<file path="config.mk">
export PLATFORM = sky130hd
export DESIGN_NAME = raycast_column_texel_mapper
export DESIGN_NICKNAME = d
export VERILOG_FILES = /design/src/hdl/rctm_pkg.sv /design/src/hdl/rctm_front.sv /design/src/hdl/rctm_queue.sv /design/src/hdl/rctm_divider.sv /design/src/hdl/rctm_back.sv /design/src/hdl/raycast_column_texel_mapper.sv
export SDC_FILE = /design/constraint.sdc
export NUM_CORES = 2
export LEC_CHECK = 0
export BUFFER_PORTS_ARGS = -buffer_cell sky130_fd_sc_hd__buf_2
export CAP_MARGIN = 20
export CELL_PAD_IN_SITES_DETAIL_PLACEMENT = 0
export CELL_PAD_IN_SITES_GLOBAL_PLACEMENT = 1
export CORE_UTILIZATION = 30
export DETAILED_ROUTE_END_ITERATION = 10
export HOLD_SLACK_MARGIN = 0.15
export PLACE_DENSITY_LB_ADDON = 0.05
export SYNTH_ARGS = -nofsm -noshare
export SYNTH_HDL_FRONTEND = slang
export SYNTH_HIERARCHICAL = 1
export SYNTH_SLANG_ARGS = --single-unit
</file>
<file path="constraint.sdc">
create_clock -name clk -period 7.4 [get_ports clk]
set_input_delay 0.74 -clock clk [delete_from_list [all_inputs] [get_ports clk]]
set_output_delay 0.74 -clock clk [all_outputs]
set_load 0.02 [all_outputs]
</file>
<file path="src/hdl/rctm_pkg.sv">
package rctm_pkg;

    localparam int SCREEN_HEIGHT_DEF  = 512;
    localparam int TEXTURE_WIDTH_DEF  = 64;
    localparam int TEXTURE_HEIGHT_DEF = 64;

    localparam int COL_W       = 10;
    localparam int ROW_W       = 10;
    localparam int OUT_ROW_W   = 9;
    localparam int DIST_W      = 24;
    localparam int POS_W       = 24;
    localparam int DIR_W       = 18;
    localparam int COLOR_W     = 24;
    localparam int SPAN_W      = 26;
    localparam int TEX_POS_W   = 40;
    localparam int TEX_COORD_W = 6;
    localparam int FRAC_W      = 16;
    localparam int MUL_ACC_W   = 56;
    localparam int Q_DEPTH     = 2;
    localparam int Q_PTR_W     = 1;
    localparam int S_TDATA_W   = 128;
    localparam int M_TDATA_W   = 64;
    localparam int CFG_INDEX_W = 1;

    localparam logic [CFG_INDEX_W-1:0] CFG_CEILING = 1'b0;
    localparam logic [CFG_INDEX_W-1:0] CFG_FLOOR   = 1'b1;

    typedef enum logic
    {
        KIND_SETUP = 1'b0,
        KIND_ROW   = 1'b1
    } kind_t;

    typedef enum logic [1:0]
    {
        REGION_CEILING = 2'd0,
        REGION_FLOOR   = 2'd1,
        REGION_WALL    = 2'd2
    } region_t;

    typedef enum logic [1:0]
    {
        TEX_NORTH = 2'd0,
        TEX_SOUTH = 2'd1,
        TEX_WEST  = 2'd2,
        TEX_EAST  = 2'd3
    } texture_t;

    typedef struct packed
    {
        kind_t             kind;
        logic [COL_W-1:0]  column;
        logic [DIST_W-1:0] distance;
        logic [FRAC_W-1:0] pos_frac;
        logic [FRAC_W-1:0] prod_frac;
        logic              mirror;
        texture_t          texture;
    } item_t;

    typedef struct packed
    {
        logic [COL_W-1:0]       column;
        logic [OUT_ROW_W-1:0]   row;
        region_t                region;
        logic [COLOR_W-1:0]     color;
        texture_t               texture;
        logic [TEX_COORD_W-1:0] tex_col;
        logic [TEX_COORD_W-1:0] tex_row;
        logic                   last;
    } pixel_t;

    function automatic int wh_width(input int sh);
        return $clog2(sh) + 33;
    endfunction

    function automatic int div_width(input int sh, input int th);
        int a;
        int b;
        a = $clog2(sh) + 33;
        b = $clog2(th) + 33;
        return (a > b) ? a : b;
    endfunction

endpackage

</file>
<file path="src/hdl/rctm_front.sv">
module rctm_front
    import rctm_pkg::*;
(
    input  logic                 clk,
    input  logic                 rst_n,
    input  logic                 s_axis_tvalid,
    output logic                 s_axis_tready,
    input  logic [S_TDATA_W-1:0] s_axis_tdata,
    input  logic                 s_axis_tuser,
    output logic                 item_valid,
    input  logic                 item_ready,
    output item_t                item
);

    localparam int COL_LSB  = 0;
    localparam int DIST_LSB = COL_LSB + COL_W;
    localparam int SIDE_BIT = DIST_LSB + DIST_W;
    localparam int PX_LSB   = SIDE_BIT + 1;
    localparam int PY_LSB   = PX_LSB + POS_W;
    localparam int DX_LSB   = PY_LSB + POS_W;
    localparam int DY_LSB   = DX_LSB + DIR_W;
    localparam int SIN_BIT  = DY_LSB + DIR_W;
    localparam int COS_BIT  = SIN_BIT + 1;

    logic                          valid_reg;
    item_t                         item_reg;
    item_t                         item_next;
    logic [DIST_W-1:0]             dist_raw;
    logic [DIST_W-1:0]             dist_fix;
    logic                          side;
    logic [POS_W-1:0]              pos_sel;
    logic signed [DIR_W-1:0]       dir_x;
    logic signed [DIR_W-1:0]       dir_y;
    logic signed [DIR_W-1:0]       dir_sel;
    logic signed [DIST_W:0]        dist_s;
    logic signed [DIST_W+DIR_W:0]  prod;

    assign s_axis_tready = !valid_reg || item_ready;
    assign item_valid    = valid_reg;
    assign item          = item_reg;

    always_comb
    begin
        dist_raw = s_axis_tdata[DIST_LSB +: DIST_W];
        dist_fix = (dist_raw == '0) ? DIST_W'(1) : dist_raw;
        side     = s_axis_tdata[SIDE_BIT];
        dir_x    = s_axis_tdata[DX_LSB +: DIR_W];
        dir_y    = s_axis_tdata[DY_LSB +: DIR_W];
        dir_sel  = side ? dir_x : dir_y;
        pos_sel  = side ? s_axis_tdata[PX_LSB +: POS_W] : s_axis_tdata[PY_LSB +: POS_W];
        dist_s   = $signed({1'b0, dist_fix});
        prod     = dist_s * dir_sel;

        item_next.kind      = kind_t'(s_axis_tuser);
        item_next.column    = s_axis_tdata[COL_LSB +: COL_W];
        item_next.distance  = dist_fix;
        item_next.pos_frac  = pos_sel[FRAC_W-1:0];
        item_next.prod_frac = prod[FRAC_W +: FRAC_W];
        item_next.mirror    = side ? !dir_y[DIR_W-1] : dir_x[DIR_W-1];
        if (side)
        begin
            item_next.texture = s_axis_tdata[SIN_BIT] ? TEX_NORTH : TEX_SOUTH;
        end
        else
        begin
            item_next.texture = s_axis_tdata[COS_BIT] ? TEX_WEST : TEX_EAST;
        end
    end

    always_ff @(posedge clk or negedge rst_n)
    begin
        if (!rst_n)
        begin
            valid_reg <= 1'b0;
        end
        else if (s_axis_tready)
        begin
            valid_reg <= s_axis_tvalid;
        end
    end

    always_ff @(posedge clk)
    begin
        if (s_axis_tvalid && s_axis_tready)
        begin
            item_reg <= item_next;
        end
    end

endmodule

</file>
<file path="src/hdl/rctm_queue.sv">
module rctm_queue
    import rctm_pkg::*;
(
    input  logic  clk,
    input  logic  rst_n,
    input  logic  in_valid,
    output logic  in_ready,
    input  item_t in_item,
    output logic  out_valid,
    input  logic  out_ready,
    output item_t out_item
);

    item_t              entry_reg [Q_DEPTH];
    logic [Q_PTR_W-1:0] wr_ptr_reg;
    logic [Q_PTR_W-1:0] rd_ptr_reg;
    logic [Q_PTR_W:0]   count_reg;
    logic               push;
    logic               pop;

    assign in_ready  = (count_reg != (Q_PTR_W+1)'(Q_DEPTH));
    assign out_valid = (count_reg != '0);
    assign out_item  = entry_reg[rd_ptr_reg];
    assign push      = in_valid && in_ready;
    assign pop       = out_valid && out_ready;

    always_ff @(posedge clk or negedge rst_n)
    begin
        if (!rst_n)
        begin
            wr_ptr_reg <= '0;
            rd_ptr_reg <= '0;
            count_reg  <= '0;
        end
        else
        begin
            if (push)
            begin
                wr_ptr_reg <= wr_ptr_reg + 1'b1;
            end
            if (pop)
            begin
                rd_ptr_reg <= rd_ptr_reg + 1'b1;
            end
            if (push && !pop)
            begin
                count_reg <= count_reg + 1'b1;
            end
            else if (pop && !push)
            begin
                count_reg <= count_reg - 1'b1;
            end
        end
    end

    always_ff @(posedge clk)
    begin
        if (push)
        begin
            entry_reg[wr_ptr_reg] <= in_item;
        end
    end

endmodule

</file>
<file path="src/hdl/rctm_divider.sv">
module rctm_divider
    import rctm_pkg::*;
#(
    parameter int W = div_width(SCREEN_HEIGHT_DEF, TEXTURE_HEIGHT_DEF)
)
(
    input  logic         clk,
    input  logic         rst_n,
    input  logic         start,
    input  logic [W-1:0] dividend,
    input  logic [W-1:0] divisor,
    output logic         done,
    output logic [W-1:0] quotient
);

    localparam int CNT_W = $clog2(W + 1);

    logic             busy_reg;
    logic             done_reg;
    logic [CNT_W-1:0] cnt_reg;
    logic [W-1:0]     rem_reg;
    logic [W-1:0]     quo_reg;
    logic [W-1:0]     den_reg;
    logic [W:0]       trial;
    logic [W:0]       diff;
    logic             ge;

    assign done     = done_reg;
    assign quotient = quo_reg;

    always_comb
    begin
        trial = {rem_reg, quo_reg[W-1]};
        diff  = trial - {1'b0, den_reg};
        ge    = (trial >= {1'b0, den_reg});
    end

    always_ff @(posedge clk or negedge rst_n)
    begin
        if (!rst_n)
        begin
            busy_reg <= 1'b0;
            done_reg <= 1'b0;
            cnt_reg  <= '0;
        end
        else
        begin
            done_reg <= 1'b0;
            if (busy_reg)
            begin
                cnt_reg <= cnt_reg - 1'b1;
                if (cnt_reg == CNT_W'(1))
                begin
                    busy_reg <= 1'b0;
                    done_reg <= 1'b1;
                end
            end
            else if (start)
            begin
                busy_reg <= 1'b1;
                cnt_reg  <= CNT_W'(W);
            end
        end
    end

    always_ff @(posedge clk)
    begin
        if (busy_reg)
        begin
            rem_reg <= ge ? diff[W-1:0] : trial[W-1:0];
            quo_reg <= {quo_reg[W-2:0], ge};
        end
        else if (start)
        begin
            rem_reg <= '0;
            quo_reg <= dividend;
            den_reg <= divisor;
        end
    end

endmodule

</file>
<file path="src/hdl/rctm_back.sv">
module rctm_back
    import rctm_pkg::*;
#(
    parameter int SCREEN_HEIGHT  = SCREEN_HEIGHT_DEF,
    parameter int TEXTURE_WIDTH  = TEXTURE_WIDTH_DEF,
    parameter int TEXTURE_HEIGHT = TEXTURE_HEIGHT_DEF,
    localparam int DIV_W = div_width(SCREEN_HEIGHT, TEXTURE_HEIGHT)
)
(
    input  logic                   clk,
    input  logic                   rst_n,
    input  logic                   cfg_we,
    input  logic [CFG_INDEX_W-1:0] cfg_index,
    input  logic [COLOR_W-1:0]     cfg_data,
    input  logic                   item_valid,
    output logic                   item_ready,
    input  item_t                  item,
    output logic                   div_start,
    output logic [DIV_W-1:0]       div_dividend,
    output logic [DIV_W-1:0]       div_divisor,
    input  logic                   div_done,
    input  logic [DIV_W-1:0]       div_quotient,
    output logic                   out_valid,
    input  logic                   out_ready,
    output pixel_t                 out_pixel
);

    localparam int WH_W   = wh_width(SCREEN_HEIGHT);
    localparam int OFF_W  = WH_W - 1;
    localparam int TW_W   = $clog2(TEXTURE_WIDTH + 1);
    localparam int MCNT_W = $clog2(OFF_W + 1);
    localparam int TROW_W = TEX_POS_W - 16;

    localparam logic [SPAN_W-1:0] MID        = SPAN_W'(SCREEN_HEIGHT * 32768);
    localparam logic [SPAN_W-1:0] BOTTOM_MAX = SPAN_W'((SCREEN_HEIGHT - 1) * 65536);
    localparam logic [ROW_W-1:0]  LAST_ROW   = ROW_W'(SCREEN_HEIGHT - 1);
    localparam logic [DIV_W-1:0]  WH_DIVIDEND   = DIV_W'(SCREEN_HEIGHT) << 32;
    localparam logic [DIV_W-1:0]  STEP_DIVIDEND = DIV_W'(TEXTURE_HEIGHT) << 32;
    localparam logic [TW_W-1:0]   TW_MAX  = TW_W'(TEXTURE_WIDTH - 1);
    localparam logic [TW_W-1:0]   TW_MUL  = TW_W'(TEXTURE_WIDTH);
    localparam logic [TROW_W-1:0] TH_MASK = TROW_W'(TEXTURE_HEIGHT - 1);

    typedef enum logic [1:0]
    {
        ST_IDLE,
        ST_DIV_WH,
        ST_DIV_STEP,
        ST_MUL
    } state_t;

    state_t                 state_reg, state_next;
    logic                   out_valid_reg, out_valid_next;
    pixel_t                 pixel_reg, pixel_next;
    logic [COLOR_W-1:0]     ceil_reg, ceil_next;
    logic [COLOR_W-1:0]     floor_reg, floor_next;
    logic [COL_W-1:0]       cur_column_reg, cur_column_next;
    logic [ROW_W-1:0]       row_count_reg, row_count_next;
    logic                   column_done_reg, column_done_next;
    logic [SPAN_W-1:0]      span_top_reg, span_top_next;
    logic [SPAN_W-1:0]      span_bottom_reg, span_bottom_next;
    logic [TEX_POS_W-1:0]   texel_pos_reg, texel_pos_next;
    logic [TEX_POS_W-1:0]   texel_step_reg, texel_step_next;
    logic [TEX_COORD_W-1:0] hit_tex_col_reg, hit_tex_col_next;
    texture_t               hit_texture_reg, hit_texture_next;
    logic [FRAC_W-1:0]      frac_reg, frac_next;
    logic                   mirror_reg, mirror_next;
    logic [WH_W-1:0]        wh_reg, wh_next;
    logic [OFF_W-1:0]       mplier_reg, mplier_next;
    logic [MUL_ACC_W-1:0]   mcand_reg, mcand_next;
    logic [MUL_ACC_W-1:0]   acc_reg, acc_next;
    logic [MCNT_W-1:0]      mcnt_reg, mcnt_next;

    logic                   pop;
    logic [SPAN_W-1:0]      rq;
    logic [OFF_W-1:0]       half;
    logic [OFF_W-1:0]       mid_w;
    logic [OFF_W-1:0]       bottom_sum;
    logic                   half_ge;
    logic [OFF_W-1:0]       off;
    logic [SPAN_W-1:0]      span_top_calc;
    logic [SPAN_W-1:0]      span_bottom_calc;
    logic [FRAC_W+TW_W-1:0] tc_prod;
    logic [TW_W-1:0]        tc;
    logic [TW_W-1:0]        tc_mirrored;
    logic [TROW_W-1:0]      tex_row_full;

    assign item_ready = pop;
    assign out_valid  = out_valid_reg;
    assign out_pixel  = pixel_reg;

    always_comb
    begin
        pop = item_valid && (state_reg == ST_IDLE)
              && ((item.kind == KIND_SETUP) || !out_valid_reg || out_ready);

        rq = SPAN_W'({row_count_reg, 16'h0000});

        half       = wh_reg[WH_W-1:1];
        mid_w      = OFF_W'(MID);
        half_ge    = (half >= mid_w);
        bottom_sum = mid_w + half;
        off        = half_ge ? (half - mid_w) : '0;
        span_top_calc    = half_ge ? '0 : SPAN_W'(mid_w - half);
        span_bottom_calc = (bottom_sum > OFF_W'(BOTTOM_MAX)) ? BOTTOM_MAX
                                                             : SPAN_W'(bottom_sum);

        tc_prod     = (FRAC_W+TW_W)'(frac_reg) * (FRAC_W+TW_W)'(TW_MUL);
        tc          = tc_prod[FRAC_W +: TW_W];
        tc_mirrored = mirror_reg ? (TW_MAX - tc) : tc;

        tex_row_full = texel_pos_reg[16 +: TROW_W] & TH_MASK;
    end

    always_comb
    begin
        state_next       = state_reg;
        out_valid_next   = out_valid_reg && !out_ready;
        pixel_next       = pixel_reg;
        ceil_next        = ceil_reg;
        floor_next       = floor_reg;
        cur_column_next  = cur_column_reg;
        row_count_next   = row_count_reg;
        column_done_next = column_done_reg;
        span_top_next    = span_top_reg;
        span_bottom_next = span_bottom_reg;
        texel_pos_next   = texel_pos_reg;
        texel_step_next  = texel_step_reg;
        hit_tex_col_next = hit_tex_col_reg;
        hit_texture_next = hit_texture_reg;
        frac_next        = frac_reg;
        mirror_next      = mirror_reg;
        wh_next          = wh_reg;
        mplier_next      = mplier_reg;
        mcand_next       = mcand_reg;
        acc_next         = acc_reg;
        mcnt_next        = mcnt_reg;
        div_start        = 1'b0;
        div_dividend     = WH_DIVIDEND;
        div_divisor      = DIV_W'(item.distance);

        if (cfg_we)
        begin
            unique case (cfg_index)
                CFG_CEILING: ceil_next  = cfg_data;
                CFG_FLOOR:   floor_next = cfg_data;
            endcase
        end

        unique case (state_reg)
            ST_IDLE:
            begin
                if (pop && (item.kind == KIND_SETUP))
                begin
                    cur_column_next  = item.column;
                    row_count_next   = '0;
                    column_done_next = 1'b0;
                    hit_texture_next = item.texture;
                    frac_next        = item.pos_frac + item.prod_frac;
                    mirror_next      = item.mirror;
                    div_start        = 1'b1;
                    state_next       = ST_DIV_WH;
                end
                else if (pop && !column_done_reg)
                begin
                    out_valid_next     = 1'b1;
                    pixel_next.column  = cur_column_reg;
                    pixel_next.row     = row_count_reg[OUT_ROW_W-1:0];
                    pixel_next.color   = '0;
                    pixel_next.texture = TEX_NORTH;
                    pixel_next.tex_col = '0;
                    pixel_next.tex_row = '0;
                    priority if (rq < span_top_reg)
                    begin
                        pixel_next.region = REGION_CEILING;
                        pixel_next.color  = ceil_reg;
                    end
                    else if (rq > span_bottom_reg)
                    begin
                        pixel_next.region = REGION_FLOOR;
                        pixel_next.color  = floor_reg;
                    end
                    else
                    begin
                        pixel_next.region  = REGION_WALL;
                        pixel_next.texture = hit_texture_reg;
                        pixel_next.tex_col = hit_tex_col_reg;
                        pixel_next.tex_row = TEX_COORD_W'(tex_row_full);
                        texel_pos_next     = texel_pos_reg + texel_step_reg;
                    end
                    if (row_count_reg >= LAST_ROW)
                    begin
                        pixel_next.last  = 1'b1;
                        column_done_next = 1'b1;
                        row_count_next   = '0;
                    end
                    else
                    begin
                        pixel_next.last = 1'b0;
                        row_count_next  = row_count_reg + 1'b1;
                    end
                end
            end

            ST_DIV_WH:
            begin
                if (div_done)
                begin
                    wh_next          = div_quotient[WH_W-1:0];
                    hit_tex_col_next = TEX_COORD_W'(tc_mirrored);
                    div_start        = 1'b1;
                    div_dividend     = STEP_DIVIDEND;
                    div_divisor      = DIV_W'(div_quotient[WH_W-1:0]);
                    state_next       = ST_DIV_STEP;
                end
            end

            ST_DIV_STEP:
            begin
                if (div_done)
                begin
                    texel_step_next  = TEX_POS_W'(div_quotient);
                    span_top_next    = span_top_calc;
                    span_bottom_next = span_bottom_calc;
                    mplier_next      = off;
                    mcand_next       = MUL_ACC_W'(div_quotient);
                    acc_next         = '0;
                    mcnt_next        = MCNT_W'(OFF_W);
                    state_next       = ST_MUL;
                end
            end

            ST_MUL:
            begin
                if (mcnt_reg == '0)
                begin
                    texel_pos_next = acc_reg[16 +: TEX_POS_W];
                    state_next     = ST_IDLE;
                end
                else
                begin
                    if (mplier_reg[0])
                    begin
                        acc_next = acc_reg + mcand_reg;
                    end
                    mcand_next  = mcand_reg << 1;
                    mplier_next = mplier_reg >> 1;
                    mcnt_next   = mcnt_reg - 1'b1;
                end
            end
        endcase
    end

    always_ff @(posedge clk or negedge rst_n)
    begin
        if (!rst_n)
        begin
            state_reg       <= ST_IDLE;
            out_valid_reg   <= 1'b0;
            ceil_reg        <= '0;
            floor_reg       <= '0;
            cur_column_reg  <= '0;
            row_count_reg   <= '0;
            column_done_reg <= 1'b1;
            mcnt_reg        <= '0;
        end
        else
        begin
            state_reg       <= state_next;
            out_valid_reg   <= out_valid_next;
            ceil_reg        <= ceil_next;
            floor_reg       <= floor_next;
            cur_column_reg  <= cur_column_next;
            row_count_reg   <= row_count_next;
            column_done_reg <= column_done_next;
            mcnt_reg        <= mcnt_next;
        end
    end

    always_ff @(posedge clk)
    begin
        pixel_reg       <= pixel_next;
        span_top_reg    <= span_top_next;
        span_bottom_reg <= span_bottom_next;
        texel_pos_reg   <= texel_pos_next;
        texel_step_reg  <= texel_step_next;
        hit_tex_col_reg <= hit_tex_col_next;
        hit_texture_reg <= hit_texture_next;
        frac_reg        <= frac_next;
        mirror_reg      <= mirror_next;
        wh_reg          <= wh_next;
        mplier_reg      <= mplier_next;
        mcand_reg       <= mcand_next;
        acc_reg         <= acc_next;
    end

endmodule

</file>
<file path="src/hdl/raycast_column_texel_mapper.sv">
// Textured wall column mapper for a grid raycaster. A setup word (tuser 0) carries one
// ray hit; the block derives the wall span, texel step, start position, texel column and
// texture for that column. Each row word (tuser 1) then yields one pixel, top to bottom:
// ceiling, wall or floor, with tlast on the bottom row. Row words stream at one per clock
// while the back end is idle and the output is not stalled. A setup word occupies the back
// end while two DIV_W-bit divisions run one quotient bit per cycle on a shared divider, then
// a (WH_W-1)-bit shift-add multiplier forms the start position one bit per cycle, where
// WH_W = clog2(SCREEN_HEIGHT)+33 and DIV_W = max(WH_W, clog2(TEXTURE_HEIGHT)+33).
// A two-word queue lets the input side take words while a setup word is in the back end.
// Write the colour registers only while no pixel is pending.
module raycast_column_texel_mapper
    import rctm_pkg::*;
#(
    parameter int SCREEN_HEIGHT  = SCREEN_HEIGHT_DEF,
    parameter int TEXTURE_WIDTH  = TEXTURE_WIDTH_DEF,
    parameter int TEXTURE_HEIGHT = TEXTURE_HEIGHT_DEF
)
(
    input  logic                   clk,
    input  logic                   rst_n,
    input  logic                   cfg_we,
    input  logic [CFG_INDEX_W-1:0] cfg_index,
    input  logic [COLOR_W-1:0]     cfg_data,
    input  logic                   s_axis_tvalid,
    output logic                   s_axis_tready,
    // column[9:0] distance[33:10] side[34] pos_x[58:35] pos_y[82:59]
    // dir_x[100:83] dir_y[118:101] sin_nonneg[119] cos_nonneg[120]
    input  logic [S_TDATA_W-1:0]   s_axis_tdata,
    // kind[0]
    input  logic                   s_axis_tuser,
    output logic                   m_axis_tvalid,
    input  logic                   m_axis_tready,
    // out_column[9:0] out_row[18:10] color[42:19] texture[44:43]
    // tex_col[50:45] tex_row[56:51]
    output logic [M_TDATA_W-1:0]   m_axis_tdata,
    // region[1:0]
    output logic [1:0]             m_axis_tuser,
    output logic                   m_axis_tlast
);

    localparam int DIV_W = div_width(SCREEN_HEIGHT, TEXTURE_HEIGHT);

    logic             front_valid;
    logic             front_ready;
    item_t            front_item;
    logic             q_valid;
    logic             q_ready;
    item_t            q_item;
    logic             div_start;
    logic [DIV_W-1:0] div_dividend;
    logic [DIV_W-1:0] div_divisor;
    logic             div_done;
    logic [DIV_W-1:0] div_quotient;
    pixel_t           pixel;

    rctm_front u_front
    (
        .clk           (clk),
        .rst_n         (rst_n),
        .s_axis_tvalid (s_axis_tvalid),
        .s_axis_tready (s_axis_tready),
        .s_axis_tdata  (s_axis_tdata),
        .s_axis_tuser  (s_axis_tuser),
        .item_valid    (front_valid),
        .item_ready    (front_ready),
        .item          (front_item)
    );

    rctm_queue u_queue
    (
        .clk       (clk),
        .rst_n     (rst_n),
        .in_valid  (front_valid),
        .in_ready  (front_ready),
        .in_item   (front_item),
        .out_valid (q_valid),
        .out_ready (q_ready),
        .out_item  (q_item)
    );

    rctm_divider #(.W(DIV_W)) u_divider
    (
        .clk      (clk),
        .rst_n    (rst_n),
        .start    (div_start),
        .dividend (div_dividend),
        .divisor  (div_divisor),
        .done     (div_done),
        .quotient (div_quotient)
    );

    rctm_back #(
        .SCREEN_HEIGHT  (SCREEN_HEIGHT),
        .TEXTURE_WIDTH  (TEXTURE_WIDTH),
        .TEXTURE_HEIGHT (TEXTURE_HEIGHT)
    ) u_back
    (
        .clk          (clk),
        .rst_n        (rst_n),
        .cfg_we       (cfg_we),
        .cfg_index    (cfg_index),
        .cfg_data     (cfg_data),
        .item_valid   (q_valid),
        .item_ready   (q_ready),
        .item         (q_item),
        .div_start    (div_start),
        .div_dividend (div_dividend),
        .div_divisor  (div_divisor),
        .div_done     (div_done),
        .div_quotient (div_quotient),
        .out_valid    (m_axis_tvalid),
        .out_ready    (m_axis_tready),
        .out_pixel    (pixel)
    );

    assign m_axis_tdata = M_TDATA_W'({pixel.tex_row, pixel.tex_col, pixel.texture,
                                      pixel.color, pixel.row, pixel.column});
    assign m_axis_tuser = pixel.region;
    assign m_axis_tlast = pixel.last;

endmodule

</file>
==> metrics.txt <==
overall track demand over capacity in global routing=0.162; maximum clock rate=153 MHz; routability cong.=0.759; I/O pin count=228; share of post-route cells with drive strength above 1=0.171; total CTS buffers=85; Post-Synthesis Cells=4309; Slowest-stage cell, CP=sky130_fd_sc_hd__fa_1; transition time at the pin with the least slew margin=1.03 ns; crit-path max FO=19; slack of the critical path=0.877 ns; post-route cell area=55600 um^2; post-synth cell types=94; Skew-Pair Late Insertion Delay=0.66 ns; kind of cell adding the most delay to the critical path=adder cells; Die Span Y=407 um; count of routing violations after the opening detailed-route iteration=1443; flip-flop count of the largest register, all copies and words added=140; number of max-slew violations in the final report=0; pin count of the biggest net entering global routing=153; total count of hold-check failures in the final report=0; area inside the core boundary=163000 um^2; class of the tightest hold or removal check=in2reg; highest-count cells in the layout ignoring fill and taps=sky130_fd_sc_hd__edfxtp_1 (665), sky130_fd_sc_hd__inv_1 (505), sky130_fd_sc_hd__nand2_1 (483); WL per Instance=20.1 um; outcome=finished clean; H-Tree Level Count=3; initial core utilization=0.303; detailed-route vias per instance=4.59; number of antenna violations at the first check in global routing=9; detailed placer's ending HPWL=99.0 mm; ratio of final minimum period to clock period=0.881; clock input transition at the sequential cells of the worst setup and hold paths=0.06 ns; number of nets with antenna violations after routing=0; total standard cell area after synthesis=49300 um^2; wire length of the first global-routing pass=207 mm; shortest clock period the worst path allows after layout=6.52 ns; critical path data required time=7.79 ns; vias in the first global route=32700; delay of the slowest cell on the worst path=0.55 ns; Avg Inst Size Synth=11.4 um^2; clock root buffer=sky130_fd_sc_hd__clkbuf_16; fillers=16500; clock buffer depth=3; setup violation total in the final timing report=0; skew final=0.0233 ns; number of iterations in the first detailed-routing pass=5; Chip Width=407 um; Synthesis Warnings=6; cell seen most often among critical-path stages=sky130_fd_sc_hd__fa_1; asr flop ratio synth=0.120; number of synthesized flops with an enable pin=665; setup TNS after final layout=0 ns; relative area change from synthesis to final layout=12.8%; Critical Path End Type=flop; unrepaired setup endpoints after global routing=no; register bit total from synthesis=756; DRC=0; GR Overflow Total=0; Arrival @ worst endpoint=6.92 ns; maximum capacitance violations=0; fraction of the yosys area taken by sequential cells=0.451; Worst Path Class, Setup=in2reg; buffers plus inverters on the worst setup path=9; TritonCTS Sinks=756; number of rows in the core area=148; cts repair resizes=0; Final nets=5180; most common cell after layout, fill and taps aside=sky130_fd_sc_hd__edfxtp_1; most used flip-flop cell after synthesis=sky130_fd_sc_hd__edfxtp_1; element type at the critical path start=primary input; Port Buffers=197; CTS tree=done; total vias in the final route=30800; Max-slew headroom=0.310; area post-placement=52600 um^2; overall routed net length=135 mm; post-placement setup slack=0.109 ns; Total Die Area=166000 um^2; final standard cell utilization of the core=0.341
## cells in the mapped netlist, types with 9 or more instances
library cell	instances	area, um^2
sky130_fd_sc_hd__o21bai_1	15	113
sky130_fd_sc_hd__or2_2	13	81.3
sky130_fd_sc_hd__xor2_1	65	569
sky130_fd_sc_hd__o211ai_1	9	67.6
sky130_fd_sc_hd__a31oi_1	19	119
sky130_fd_sc_hd__edfxtp_1	665	20000
sky130_fd_sc_hd__nand4_1	41	257
sky130_fd_sc_hd__ha_1	241	3020
sky130_fd_sc_hd__or3_1	17	106
sky130_fd_sc_hd__o31ai_1	13	97.6
sky130_fd_sc_hd__and2_1	199	1240
sky130_fd_sc_hd__mux2i_1	29	290
sky130_fd_sc_hd__nor4_1	23	144
sky130_fd_sc_hd__buf_1	16	60.1
sky130_fd_sc_hd__nand3_1	42	210
sky130_fd_sc_hd__nand2b_1	29	181
sky130_fd_sc_hd__o22ai_1	12	75.1
sky130_fd_sc_hd__mux2_4	70	1050
sky130_fd_sc_hd__clkbuf_1	176	661
sky130_fd_sc_hd__a21o_1	64	480
sky130_fd_sc_hd__dfrtp_1	90	2250
sky130_fd_sc_hd__and3_1	38	238
sky130_fd_sc_hd__nor3_1	37	185
sky130_fd_sc_hd__a211oi_1	14	105
sky130_fd_sc_hd__nor2b_1	26	163
sky130_fd_sc_hd__buf_4	50	375
sky130_fd_sc_hd__o21ai_1	21	105
sky130_fd_sc_hd__mux2_2	199	2240
sky130_fd_sc_hd__fa_1	312	6250
sky130_fd_sc_hd__nand2_1	483	1810
sky130_fd_sc_hd__buf_6	11	124
sky130_fd_sc_hd__nor2_1	196	736
sky130_fd_sc_hd__inv_1	507	1900
sky130_fd_sc_hd__xnor2_1	110	963
sky130_fd_sc_hd__buf_2	12	60.1
sky130_fd_sc_hd__o21ai_0	134	671
sky130_fd_sc_hd__o21a_1	16	120
sky130_fd_sc_hd__a21oi_1	159	796
sky130_fd_sc_hd__o31ai_2	17	213
## repair_timing
item	CTS	global route
hold buffers	1	0
hold endpoints to repair	41	0
buffers inserted	0	0
## through the flow
step                cells  hold slack (ns)
floorplan            4355            0.421
global placement     6554            0.422
detailed placement   6554            0.429
CTS                  6714            0.175
global route         6716            0.210
finish               6718            0.251
## cell type report
class / instances / area, um^2 / share of cell area
Tap cell: 2175 / 2720 / 0.0489
Timing Repair Buffer: 298 / 1810 / 0.0325
Multi-Input combinational cell: 2819 / 24000 / 0.431
Sequential cell: 756 / 22300 / 0.400
Clock buffer: 110 / 2300 / 0.0414
Antenna cell: 3 / 7.51 / 0.000135
Clock inverter: 49 / 626 / 0.0112
Inverter: 508 / 1910 / 0.0343
## logic make-up (layout without fill, tap and decap cells)
logic type	after synthesis	in the layout	share of synthesized area
other	2	51	0.000152
AO/OA/AOI/OAI	560	560	0.0735
XOR/XNOR	175	175	0.0311
buffers and inverters	780	965	0.0675
flip-flops	756	756	0.451
multiplexers	299	299	0.0729
adder cells (fa/ha/maj)	553	553	0.188
AND/OR/NAND/NOR	1184	1184	0.116
## final timing paths
kind                                       endpoint  slack (ns)  depth (start not counted)                    start
max                                u_front/item[18]        0.88                         25         s_axis_tdata[34]
min                                u_front/item[67]        0.25                          1          s_axis_tdata[8]
max reg2reg                 u_back/texel_pos_reg[0]        2.81                          8  u_back/row_count_reg[1]
min reg2reg                u_queue/entry_reg[0][68]        0.44                          0         u_front/item[68]
max in group asynchronous        u_queue/rd_ptr_reg        5.59                          3                    rst_n
min in group asynchronous  u_back/cur_column_reg[6]        0.63                          2                    rst_n
## layer usage
metal | vias to the layer above | global-route usage | part of all wire
met3 | 137 | 0.0152 | 0.026
met4 | 0 | 0.0407 | 0.020
met2 | 363 | 0.284 | 0.50
li1 | 14800 | - | -
met5 | - | 0 | 0
met1 | 15500 | 0.214 | 0.46
Power is left out: the tool's default activity adds up to more than one toggle a clock period on the data nets, which glitch-free logic cannot reach.
